**src/sv/mlpq_pkg.sv**
```systemverilog
package mlpq_pkg;

  localparam int NUM_LANES   = 8;
  localparam int LANE_DEPTH  = 16;
  localparam int TAG_BITS    = 16;
  localparam int PRIO_BITS   = 4;

  localparam int LANE_W      = $clog2(NUM_LANES);
  localparam int SLOT_W      = $clog2(LANE_DEPTH);
  localparam int FILL_W      = $clog2(LANE_DEPTH + 1);
  localparam int ADDR_W      = LANE_W + SLOT_W;
  localparam int ENTRY_W     = PRIO_BITS + TAG_BITS;
  localparam int STORE_DEPTH = NUM_LANES * LANE_DEPTH;

  // bits of the request fields that survive masking
  localparam int PRIO_KEEP   = (PRIO_BITS < 4) ? PRIO_BITS : 4;
  localparam int TAG_KEEP    = (TAG_BITS < 16) ? TAG_BITS : 16;

  typedef enum logic [1:0] {
    MODE_ENQ    = 2'd0,
    MODE_DEQ    = 2'd1,
    MODE_TOGGLE = 2'd2,
    MODE_UNUSED = 2'd3
  } mode_t;

  typedef enum logic [2:0] {
    ST_OK      = 3'd0,
    ST_INVALID = 3'd1,
    ST_EMPTY   = 3'd2,
    ST_LAST    = 3'd3,
    ST_FULL    = 3'd4
  } status_t;

  typedef enum logic [3:0] {
    S_IDLE,
    S_INS_RD,
    S_INS_CHK,
    S_DQ_HEAD,
    S_SH_RD,
    S_SH_WR,
    S_CL_RD,
    S_CL_PICK,
    S_DONE
  } state_t;

  typedef struct packed {
    mode_t       mode;
    logic [3:0]  lane;
    logic [3:0]  priority_req;
    logic [15:0] customer_tag;
  } req_t;

  typedef struct packed {
    status_t     status;
    logic [15:0] served_tag;
    logic [3:0]  served_priority;
    logic        lane_now_open;
    logic [4:0]  moved_count;
    logic [4:0]  dropped_count;
  } res_t;

  typedef struct packed {
    logic [PRIO_BITS-1:0] prio;
    logic [TAG_BITS-1:0]  tag;
  } entry_t;

endpackage

```
**src/sv/multi_lane_priority_queue_rebalance.sv**
```systemverilog
// invalid, refused and open requests go straight to the result; enqueue moves each entry
//   of higher priority value up one slot (one read per slot) and writes the new one below
//   them or in slot zero; dequeue reads the head, then moves each later entry down a slot
// close: each old entry is put into the shortest open lane as above, or dropped if it is full
// throughput: one request at a time; the entry store read/write per step sets the pace
// result held in an output register, so the next request is taken while it waits
// reset (rst, synchronous): every lane open and empty, store contents left undefined
module multi_lane_priority_queue_rebalance
  import mlpq_pkg::*;
(
  input  logic clk,
  input  logic rst,
  input  logic req_valid,
  output logic req_ready,
  input  req_t req,
  output logic res_valid,
  input  logic res_ready,
  output res_t res
);

  state_t state, state_next;

  // per-lane bookkeeping lives in flops, entries in the ram
  logic [FILL_W-1:0] fill      [NUM_LANES];
  logic [FILL_W-1:0] fill_next [NUM_LANES];
  logic [NUM_LANES-1:0] lane_open, lane_open_next;

  // request context
  logic [LANE_W-1:0] op_lane, op_lane_next;
  logic              lane_ok, lane_ok_next;
  status_t           status, status_next;
  entry_t            served, served_next;

  // insertion / shift walker
  logic [LANE_W-1:0] ins_lane, ins_lane_next;
  logic [FILL_W-1:0] ins_k, ins_k_next;
  entry_t            ins_ent, ins_ent_next;
  logic              from_close, from_close_next;

  // close walker
  logic [FILL_W-1:0] src_k, src_k_next;
  logic [FILL_W-1:0] src_n, src_n_next;
  logic [FILL_W-1:0] moved, moved_next;
  logic [FILL_W-1:0] dropped, dropped_next;

  res_t res_next;
  logic res_valid_next;

  // entry store port
  logic              ram_we;
  logic [ADDR_W-1:0] ram_waddr, ram_raddr;
  entry_t            ram_wdata, ram_rdata;
  logic [ENTRY_W-1:0] ram_rdata_raw;

  // decoded request
  logic              in_lane_ok;
  logic [LANE_W-1:0] in_lane;
  entry_t            in_ent;

  // shortest open lane
  logic [LANE_W-1:0] best;
  logic [FILL_W-1:0] best_fill;
  logic              best_found;

  logic accept, res_load, ins_rd_done, ins_chk_shift;
  logic fill_err;

  mlpq_ram #(
    .WIDTH (ENTRY_W),
    .DEPTH (STORE_DEPTH)
  ) u_store (
    .clk   (clk),
    .we    (ram_we),
    .waddr (ram_waddr),
    .wdata (ram_wdata),
    .raddr (ram_raddr),
    .rdata (ram_rdata_raw)
  );

  assign ram_rdata = entry_t'(ram_rdata_raw);

  function automatic logic [ADDR_W-1:0] mk_addr(logic [LANE_W-1:0] ln, logic [FILL_W-1:0] k);
    mk_addr = {ln, k[SLOT_W-1:0]};
  endfunction

  assign req_ready  = (state == S_IDLE);
  assign accept     = req_valid && req_ready;
  assign in_lane_ok = (int'(req.lane) < NUM_LANES);
  assign in_lane    = req.lane[LANE_W-1:0];
  assign in_ent.prio = PRIO_BITS'(req.priority_req[PRIO_KEEP-1:0]);
  assign in_ent.tag  = TAG_BITS'(req.customer_tag[TAG_KEEP-1:0]);

  // output register free to take the finished result
  assign res_load = (state == S_DONE) && (!res_valid || res_ready);

  // insertion reaches slot zero, or the entry below is larger and moves up
  assign ins_rd_done   = (ins_k == '0);
  assign ins_chk_shift = (ram_rdata.prio > ins_ent.prio);

  // lowest fill among open lanes, lowest index on ties
  always_comb begin
    best       = '0;
    best_fill  = '0;
    best_found = 1'b0;
    for (int i = 0; i < NUM_LANES; i++) begin
      if (lane_open[i] && (!best_found || fill[i] < best_fill)) begin
        best       = LANE_W'(i);
        best_fill  = fill[i];
        best_found = 1'b1;
      end
    end
  end

  // next state
  always_comb begin
    state_next = state;
    unique case (state)
      S_IDLE: begin
        if (accept) begin
          state_next = S_DONE;
          if (in_lane_ok) begin
            unique case (req.mode)
              MODE_ENQ: begin
                if (fill[in_lane] < FILL_W'(LANE_DEPTH)) state_next = S_INS_RD;
              end
              MODE_DEQ: begin
                if (lane_open[in_lane] && fill[in_lane] != '0) state_next = S_DQ_HEAD;
              end
              MODE_TOGGLE: begin
                if (lane_open[in_lane] && $countones(lane_open) > 1) state_next = S_CL_RD;
              end
              default: state_next = S_DONE;
            endcase
          end
        end
      end
      S_INS_RD: begin
        if (!ins_rd_done) state_next = S_INS_CHK;
        else              state_next = from_close ? S_CL_RD : S_DONE;
      end
      S_INS_CHK: begin
        if (ins_chk_shift) state_next = S_INS_RD;
        else               state_next = from_close ? S_CL_RD : S_DONE;
      end
      S_DQ_HEAD: state_next = S_SH_RD;
      S_SH_RD: begin
        state_next = (ins_k < fill[op_lane]) ? S_SH_WR : S_DONE;
      end
      S_SH_WR: state_next = S_SH_RD;
      S_CL_RD: begin
        state_next = (src_k < src_n) ? S_CL_PICK : S_DONE;
      end
      S_CL_PICK: begin
        state_next = (best_fill < FILL_W'(LANE_DEPTH)) ? S_INS_RD : S_CL_RD;
      end
      S_DONE: begin
        if (res_load) state_next = S_IDLE;
      end
      default: state_next = S_IDLE;
    endcase
  end

  // datapath and store control
  always_comb begin
    fill_next       = fill;
    lane_open_next  = lane_open;
    op_lane_next    = op_lane;
    lane_ok_next    = lane_ok;
    status_next     = status;
    served_next     = served;
    ins_lane_next   = ins_lane;
    ins_k_next      = ins_k;
    ins_ent_next    = ins_ent;
    from_close_next = from_close;
    src_k_next      = src_k;
    src_n_next      = src_n;
    moved_next      = moved;
    dropped_next    = dropped;
    res_next        = res;
    res_valid_next  = res_valid && !res_ready;
    ram_we          = 1'b0;
    ram_waddr       = '0;
    ram_wdata       = ins_ent;
    ram_raddr       = '0;

    unique case (state)
      S_IDLE: begin
        if (accept) begin
          op_lane_next    = in_lane;
          lane_ok_next    = in_lane_ok;
          status_next     = ST_OK;
          served_next     = '0;
          moved_next      = '0;
          dropped_next    = '0;
          from_close_next = 1'b0;
          if (!in_lane_ok) begin
            status_next = ST_INVALID;
          end else begin
            unique case (req.mode)
              MODE_ENQ: begin
                if (fill[in_lane] >= FILL_W'(LANE_DEPTH)) begin
                  status_next = ST_FULL;
                end else begin
                  ins_lane_next = in_lane;
                  ins_k_next    = fill[in_lane];
                  ins_ent_next  = in_ent;
                end
              end
              MODE_DEQ: begin
                if (!lane_open[in_lane] || fill[in_lane] == '0) begin
                  status_next = ST_EMPTY;
                end else begin
                  ram_raddr = mk_addr(in_lane, '0);
                end
              end
              MODE_TOGGLE: begin
                if (lane_open[in_lane] && $countones(lane_open) <= 1) begin
                  status_next = ST_LAST;
                end else if (!lane_open[in_lane]) begin
                  lane_open_next[in_lane] = 1'b1;
                end else begin
                  // close: lane empties at once, its old entries are walked from the ram
                  lane_open_next[in_lane] = 1'b0;
                  fill_next[in_lane]      = '0;
                  src_n_next              = fill[in_lane];
                  src_k_next              = '0;
                end
              end
              default: status_next = ST_INVALID;
            endcase
          end
        end
      end

      S_INS_RD: begin
        if (ins_rd_done) begin
          ram_we    = 1'b1;
          ram_waddr = mk_addr(ins_lane, '0);
          ram_wdata = ins_ent;
          fill_next[ins_lane] = fill[ins_lane] + 1'b1;
          if (from_close) begin
            moved_next = moved + 1'b1;
            src_k_next = src_k + 1'b1;
          end
        end else begin
          ram_raddr = mk_addr(ins_lane, FILL_W'(ins_k - 1'b1));
        end
      end

      S_INS_CHK: begin
        ram_we    = 1'b1;
        ram_waddr = mk_addr(ins_lane, ins_k);
        if (ins_chk_shift) begin
          // larger value moves up one slot
          ram_wdata  = ram_rdata;
          ins_k_next = ins_k - 1'b1;
        end else begin
          ram_wdata = ins_ent;
          fill_next[ins_lane] = fill[ins_lane] + 1'b1;
          if (from_close) begin
            moved_next = moved + 1'b1;
            src_k_next = src_k + 1'b1;
          end
        end
      end

      S_DQ_HEAD: begin
        served_next = ram_rdata;
        ins_k_next  = FILL_W'(1);
      end

      S_SH_RD: begin
        if (ins_k < fill[op_lane]) begin
          ram_raddr = mk_addr(op_lane, ins_k);
        end else begin
          fill_next[op_lane] = fill[op_lane] - 1'b1;
        end
      end

      S_SH_WR: begin
        ram_we     = 1'b1;
        ram_waddr  = mk_addr(op_lane, FILL_W'(ins_k - 1'b1));
        ram_wdata  = ram_rdata;
        ins_k_next = ins_k + 1'b1;
      end

      S_CL_RD: begin
        if (src_k < src_n) ram_raddr = mk_addr(op_lane, src_k);
      end

      S_CL_PICK: begin
        if (best_fill < FILL_W'(LANE_DEPTH)) begin
          ins_lane_next   = best;
          ins_k_next      = best_fill;
          ins_ent_next    = ram_rdata;
          from_close_next = 1'b1;
        end else begin
          dropped_next = dropped + 1'b1;
          src_k_next   = src_k + 1'b1;
        end
      end

      S_DONE: begin
        if (res_load) begin
          res_valid_next           = 1'b1;
          res_next.status          = status;
          res_next.served_tag      = 16'(served.tag);
          res_next.served_priority = 4'(served.prio);
          res_next.lane_now_open   = lane_ok && lane_open[op_lane];
          res_next.moved_count     = 5'(moved);
          res_next.dropped_count   = 5'(dropped);
        end
      end

      default: ;
    endcase
  end

  always_ff @(posedge clk) begin
    if (rst) begin
      state     <= S_IDLE;
      lane_open <= '1;
      res_valid <= 1'b0;
      for (int i = 0; i < NUM_LANES; i++) begin
        fill[i] <= '0;
      end
    end else begin
      state     <= state_next;
      lane_open <= lane_open_next;
      res_valid <= res_valid_next;
      fill      <= fill_next;
    end
  end

  always_ff @(posedge clk) begin
    op_lane    <= op_lane_next;
    lane_ok    <= lane_ok_next;
    status     <= status_next;
    served     <= served_next;
    ins_lane   <= ins_lane_next;
    ins_k      <= ins_k_next;
    ins_ent    <= ins_ent_next;
    from_close <= from_close_next;
    src_k      <= src_k_next;
    src_n      <= src_n_next;
    moved      <= moved_next;
    dropped    <= dropped_next;
    res        <= res_next;
  end

  always_comb begin
    fill_err = 1'b0;
    for (int i = 0; i < NUM_LANES; i++) begin
      if (fill[i] > FILL_W'(LANE_DEPTH)) fill_err = 1'b1;
    end
  end

  a_fill_bound: assert property (@(posedge clk) disable iff (rst) !fill_err)
    else $error("lane fill above depth");

  a_one_open: assert property (@(posedge clk) disable iff (rst) lane_open != '0)
    else $error("no lane left open");

  a_pick_open: assert property (@(posedge clk) disable iff (rst)
    (state == S_CL_PICK) |-> (best_found && best != op_lane))
    else $error("rebalance target not an open lane");

  a_chk_slot: assert property (@(posedge clk) disable iff (rst)
    (state == S_INS_CHK) |-> (ins_k != '0))
    else $error("insertion compare at slot zero");

  a_moves_bound: assert property (@(posedge clk) disable iff (rst)
    (state == S_CL_RD) |-> (src_k <= src_n && moved + dropped == src_k))
    else $error("rebalance counts out of step");

endmodule

```
**src/sv/mlpq_ram.sv**
```systemverilog
module mlpq_ram #(
  parameter int WIDTH = 8,
  parameter int DEPTH = 16
) (
  input  logic                     clk,
  input  logic                     we,
  input  logic [$clog2(DEPTH)-1:0] waddr,
  input  logic [WIDTH-1:0]         wdata,
  input  logic [$clog2(DEPTH)-1:0] raddr,
  output logic [WIDTH-1:0]         rdata
);

  logic [WIDTH-1:0] mem [DEPTH];

  always_ff @(posedge clk) begin
    if (we) begin
      mem[waddr] <= wdata;
    end
    rdata <= mem[raddr];
  end

endmodule
```
**config.mk**
```make
export PLATFORM = sky130hd
export DESIGN_NAME = multi_lane_priority_queue_rebalance
export DESIGN_NICKNAME = d
export VERILOG_FILES = /design/src/sv/mlpq_pkg.sv /design/src/sv/multi_lane_priority_queue_rebalance.sv /design/src/sv/mlpq_ram.sv
export SDC_FILE = /design/constraint.sdc
export NUM_CORES = 2
export LEC_CHECK = 0
export ABC_AREA = 0
export ABC_CLOCK_PERIOD_IN_PS = 11850
export BUFFER_PORTS_ARGS = -buffer_cell sky130_fd_sc_hd__buf_2
export CAP_MARGIN = 40
export CORE_ASPECT_RATIO = 1.4
export CORE_MARGIN = 8
export CORE_UTILIZATION = 24
export CTS_CLUSTER_DIAMETER = 100
export CTS_CLUSTER_SIZE = 28
export DETAILED_ROUTE_END_ITERATION = 12
export SETUP_SLACK_MARGIN = 0.1
export SKIP_LAST_GASP = 1
export SYNTH_ARGS = -nofsm -noshare
export SYNTH_HDL_FRONTEND = slang
export SYNTH_HIERARCHICAL = 1
export SYNTH_SLANG_ARGS = --single-unit
```
**constraint.sdc**
```tcl
create_clock -name clk -period 11.85 [get_ports clk]
set_clock_uncertainty 0.1 [all_clocks]
set_input_delay 2.37 -clock clk [delete_from_list [all_inputs] [get_ports clk]]
set_output_delay 2.37 -clock clk [all_outputs]
set_load 0.1 [all_outputs]
```
* Word-level counts from Yosys, hierarchy flattened
Memories as Yosys holds them, arrays and structs flattened. A register that Yosys moved wholly into a read port is not among the register bits.
Index checks and enable logic that the tools add are counted.
** Cells by class
- Reduce and logical (&&, ||, !) cells :: 63
- Bitwise logic cells :: 9
- Magnitude comparators :: 25
- Add/subtract/negate cells :: 14
- Equal/unequal tests :: 24
- Muxes and demuxes :: 132
** Operators by type and width (number)
- 40-bit 2-to-1 mux :: 8
- 5-bit 2-to-1 mux :: 37
- 40-bit case mux with 4 select lines :: 1
- 20-bit 2-to-1 mux :: 7
- 20-bit case mux with 2 select lines :: 3
- 40-bit bitwise mux :: 2
- 7-bit 2-to-1 mux :: 8
- 5-bit binary-select mux with 3-bit select :: 3
- 5-bit demux with 3-bit select :: 3
- 5-bit less-than comparator :: 9
- 4-bit 2-to-1 mux :: 11
- 40-bit bitwise AND :: 1
- 40-bit inverter :: 1
- 3-bit 2-to-1 mux :: 13
- 32-bit by 2-bit greater-than comparator with 1-bit output, second input constant :: 1
- 4-bit case mux with 8 select lines :: 1
- 7-bit case mux with 4 select lines :: 1
- 5-bit by 1-bit adder with 5-bit output, second input constant :: 5
- 5-bit case mux with 5 select lines :: 1
- 7-bit case mux with 3 select lines :: 1
- 5-bit case mux with 4 select lines :: 1
- 1-bit logical AND :: 18
- 1-bit 2-to-1 mux :: 18
- 2-bit != test, second input constant :: 9
- other kinds (52) :: 104
** Storage, ports and cells
- Input bits :: 30
- Bits in registers :: 163
- Bits in writable memories :: 2560
- Memories kept :: 1
** Memories
- u_store.mem :: words 128, width 20, read ports 1, clocked after memory_dff 1, write ports 1, RTL line mlpq_ram.sv:13 : logic [WIDTH-1:0] mem [DEPTH];

* Depth between registers and ports, before layout
- Depth in word-level cells :: 32
- Gate-level depth with buffers :: 57
- Depth with buffers taken out :: 54

* Cells and area by module
Netlist, hierarchy kept.
** By module, submodules not included
- mlpq_ram :: seq. area each 77274.1 sq um, cells each 3812, instances 1, area each 97956.4 sq um
- multi_lane_priority_queue_rebalance :: seq. area each 4364.2 sq um, cells each 1305, instances 1, area each 11473.5 sq um

* Worst setup path before layout
OpenSTA, ideal clock, no wires.
- Kind :: register to register
- Start point :: register (tool-made name)
- End point :: register ins_ent[0] (netlist name), enable pin
- Cell stages (with the launch flop) :: 54
- Arrival time :: 11.526 ns
- Setup time :: 0.379 ns
- Slack :: -0.155 ns
- Cells stage by stage :: dfxtp_1 clkbuf_1 nand2_1 ha_1 a21oi_1 o221ai_1 a21oi_1 mux2_2 ha_1 nand2_1 o2111ai_1 o21ai_1 a21oi_2 mux2i_1 ha_1 a21oi_1 nand2_1 a211oi_1 [18 not listed] o21a_1 ha_1 a21o_1 a21o_1 a21oi_1 o21ai_0 a21oi_1 nand2b_1 o211a_1 or2_2 ha_1 a21o_1 a21o_1 a211oi_1 nor3b_1 a21oi_1 o211ai_2 a21o_1
** RTL lines
- end signal, assigned :: RTL line multi_lane_priority_queue_rebalance.sv:342 : ins_ent <= ins_ent_next;
- end, declared :: RTL line multi_lane_priority_queue_rebalance.sv:37 : entry_t ins_ent, ins_ent_next;

==> reports/qor.txt <==
status = finished clean
Final WS setup = 0.6840 ns
Die H = 815.0 um
drt drc = 0
GRT Resource Usage Total = 0.1167
RSZ-0062 raised after global routing = false
worst hold path type = reg -> reg
sequential area share after synthesis = 0.7460
most frequent cells in the layout = edfxtp_1, mux4_2, buf_4
num ports = 66
crit-path max cell delay = 0.38 ns
Port-buffer cells = 65
DR WL/cell = 25.38 um
share of flip-flops with an asynchronous set or reset = 0
H-tree Lvls = 3
Max clock buf depth = 3
placed cell count = 11260
critical path endpoint category = flop
Final Hold Slack = 0.3093 ns
Die W = 586.7 um
M1 GR Usage = 0.1390
initial core utilization = 0.2407
# rows = 293
post-route antenna net violation count = 0
WP buf/inv = 7
Root Buffer Master = clkbuf_16
RD Place Congestion = 0.8832
pin count of the biggest net entering global routing = 143
Final Setup Violations = 0
Critical Path AT = 11.60 ns
GR met3 Demand/Resource = 0.01274
1st-iter DRT viols = 5614
GRT met2 Usage = 0.2170
PD cells = 128.5 nW/um2
final net count = 5422
unique cell type count in the Yosys netlist = 88
Worst Setup Start Kind = flop
global route overflow = 0
Setup WS pre-CTS = -0.2601 ns
Synth Instances = 5117
Vias/cell = 4.660
clock sink count = 2743
total of max-cap violations = 0
Slew @ Worst Pin = 1.163 ns
CTS buffer count = 109
First-pass DRT Iterations = 8
Syn Nets = 5203
Synth Register Bits = 2743
LEAKAGE = 35.74 nW
CP Max Fanout = 6
commonest register cell after synthesis = edfxtp_1
core area = 454600 um2
vias in the first global route = 55110
Layout area overhead = 13.95%
kind of critical path = reg -> reg
global-route wire length before repair = 414.3 mm
Top cell by count, worst path = ha_1
total wire length = 290.4 mm
Tcrit/Tclk final = 0.9423
critical path's top delay family = compound AO/OA/AOI/OAI gates
clk slew on worst S/H paths = 0.11 ns
CTS tree = built
Pins Over Slew Limit = 0
Post-synth EDFFs = 2670
clock latency on the worst-skew pair = 0.81 ns
post-layout minimum cycle time = 11.17 ns
slew margin rel. = 0.2246
Avg Cell Area, Syn = 21.39 um2
synth warn = 6
synthesized area = 109400 um2
maximum vdd drop = 127.4 uV
Critical Path Slowest Stage Cell = dfxtp_4
final hold violation count = 0
DR vias = 53320
Power Total = 0.01603 W
initial antenna violation count = 13
Peak Freq = 0.08956 GHz
DIE AREA = 478100 um2
share of post-route cells with drive strength above 1 = 0.2973
GRT busiest layer = met2
hpwl dp = 184.9 mm
Layout fillers = 44740
most common cell after layout, fill and taps aside = edfxtp_1
# hold bufs at CTS = 0
Non-Filler Instances = 11440
Req. time, crit path = 12.28 ns
==> cell usage after synthesis (20+ instances only) <==
cell type  instances  area share
buf_1             29     0.00099
inv_1             64      0.0022
nand2_1          167      0.0057
nand3_1           38      0.0017
a21o_1            22      0.0015
nor3_1            38      0.0017
dfxtp_1           73       0.013
a211oi_1          38      0.0026
buf_2             79      0.0036
and2_1            33      0.0019
nor2_1           244      0.0084
ha_1              52      0.0059
o21ai_0           63      0.0029
edfxtp_1        2670        0.73
nor2b_1           20      0.0011
clkbuf_1         172      0.0059
mux2i_1           27      0.0025
mux4_2           843        0.17
a21oi_1           76      0.0035
mux2_2            43      0.0044
o22ai_1           31      0.0018
a22oi_1           24      0.0016
==> flip-flops by register name, indices dropped and copies added (netlist names), named ones only <==
signal	cells
src_n	5
from_close	1
status	3
op_lane	3
ins_lane	3
u_store/rdata	20
res	34
served	20
ins_ent	20
state	4
src_k	5
u_store/mem	2560
moved	5
fill	40
lane_ok	1
dropped	5
ins_k	5
res_valid	1
==> metal layers <==
layer	up-vias	wire (um)
met5	-	19
met2	1919	154600
li1	21790	-
met1	29190	107900
met3	419	15740
met4	2	12040
==> stage by stage <==
stage / setup TNS [ns] / area, um2 / util
5_1_grt: 0 / 124700 / 0.2743
2_1_floorplan: 0 / 109400 / -
3_3_place_gp: -5.375 / 118700 / 0.2611
4_1_cts: 0 / 124300 / 0.2735
3_5_place_dp: -5.054 / 121200 / 0.2665
6_report: 0 / 124700 / 0.2743
==> final timing paths <==
kind / from / to / slack [ns] / cells after the start
worst max-delay path: flop / dropped[1]$_SDFFCE_PN0P_ / 0.68 / 55
worst min-delay path: served[14]$_SDFFCE_PN0P_ / res[29]$_DFFE_PP_ / 0.31 / 0
worst max register to register: flop / dropped[1]$_SDFFCE_PN0P_ / 0.68 / 55
worst min register to register: served[14]$_SDFFCE_PN0P_ / res[29]$_DFFE_PP_ / 0.31 / 0
==> kinds of logic (layout without fill, tap and decap cells) <==
group	after synthesis	count (layout)	synth area share
multiplexers	915	915	0.1806
AO/OA/AOI/OAI	397	398	0.02513
adder cells (fa/ha/maj)	56	56	0.006677
flip-flops	2743	2743	0.7460
buffers and inverters	349	617	0.01302
AND/OR/NAND/NOR	639	639	0.02706
other	0	8	0
XOR/XNOR	18	18	0.001441
==> power breakdown <==
group	internal, W	total, W	switching (W)	leakage [nW]
Clock	0.00177	0.00464	0.00287	1.50
Combinational	0.000254	0.000769	0.000515	9.61
Sequential	0.0106	0.0106	0.0000387	24.6
Total	0.0126	0.0160	0.00342	35.7
==> layout make-up <==
cell class | instances | area [um2] | share of cell area
multi-input combinational | 2026 | 27580 | 0.2212
clock inverter | 9 | 157.7 | 0.001264
inverter | 66 | 255.2 | 0.002047
sequential | 2743 | 81640 | 0.6548
clock buffer | 152 | 2953 | 0.02368
timing repair buffer | 390 | 4519 | 0.03624
tap | 6047 | 7566 | 0.06068
antenna | 8 | 20.02 | 0.0001606
==> repair_timing <==
action                     4_1_cts  5_1_grt
buffers inserted                 4        7
gates cloned                     0        1
pin swaps                        3       23
setup endpoints to repair       49       50
resized for setup               11       43
Power figures use the tool's default switching activity.
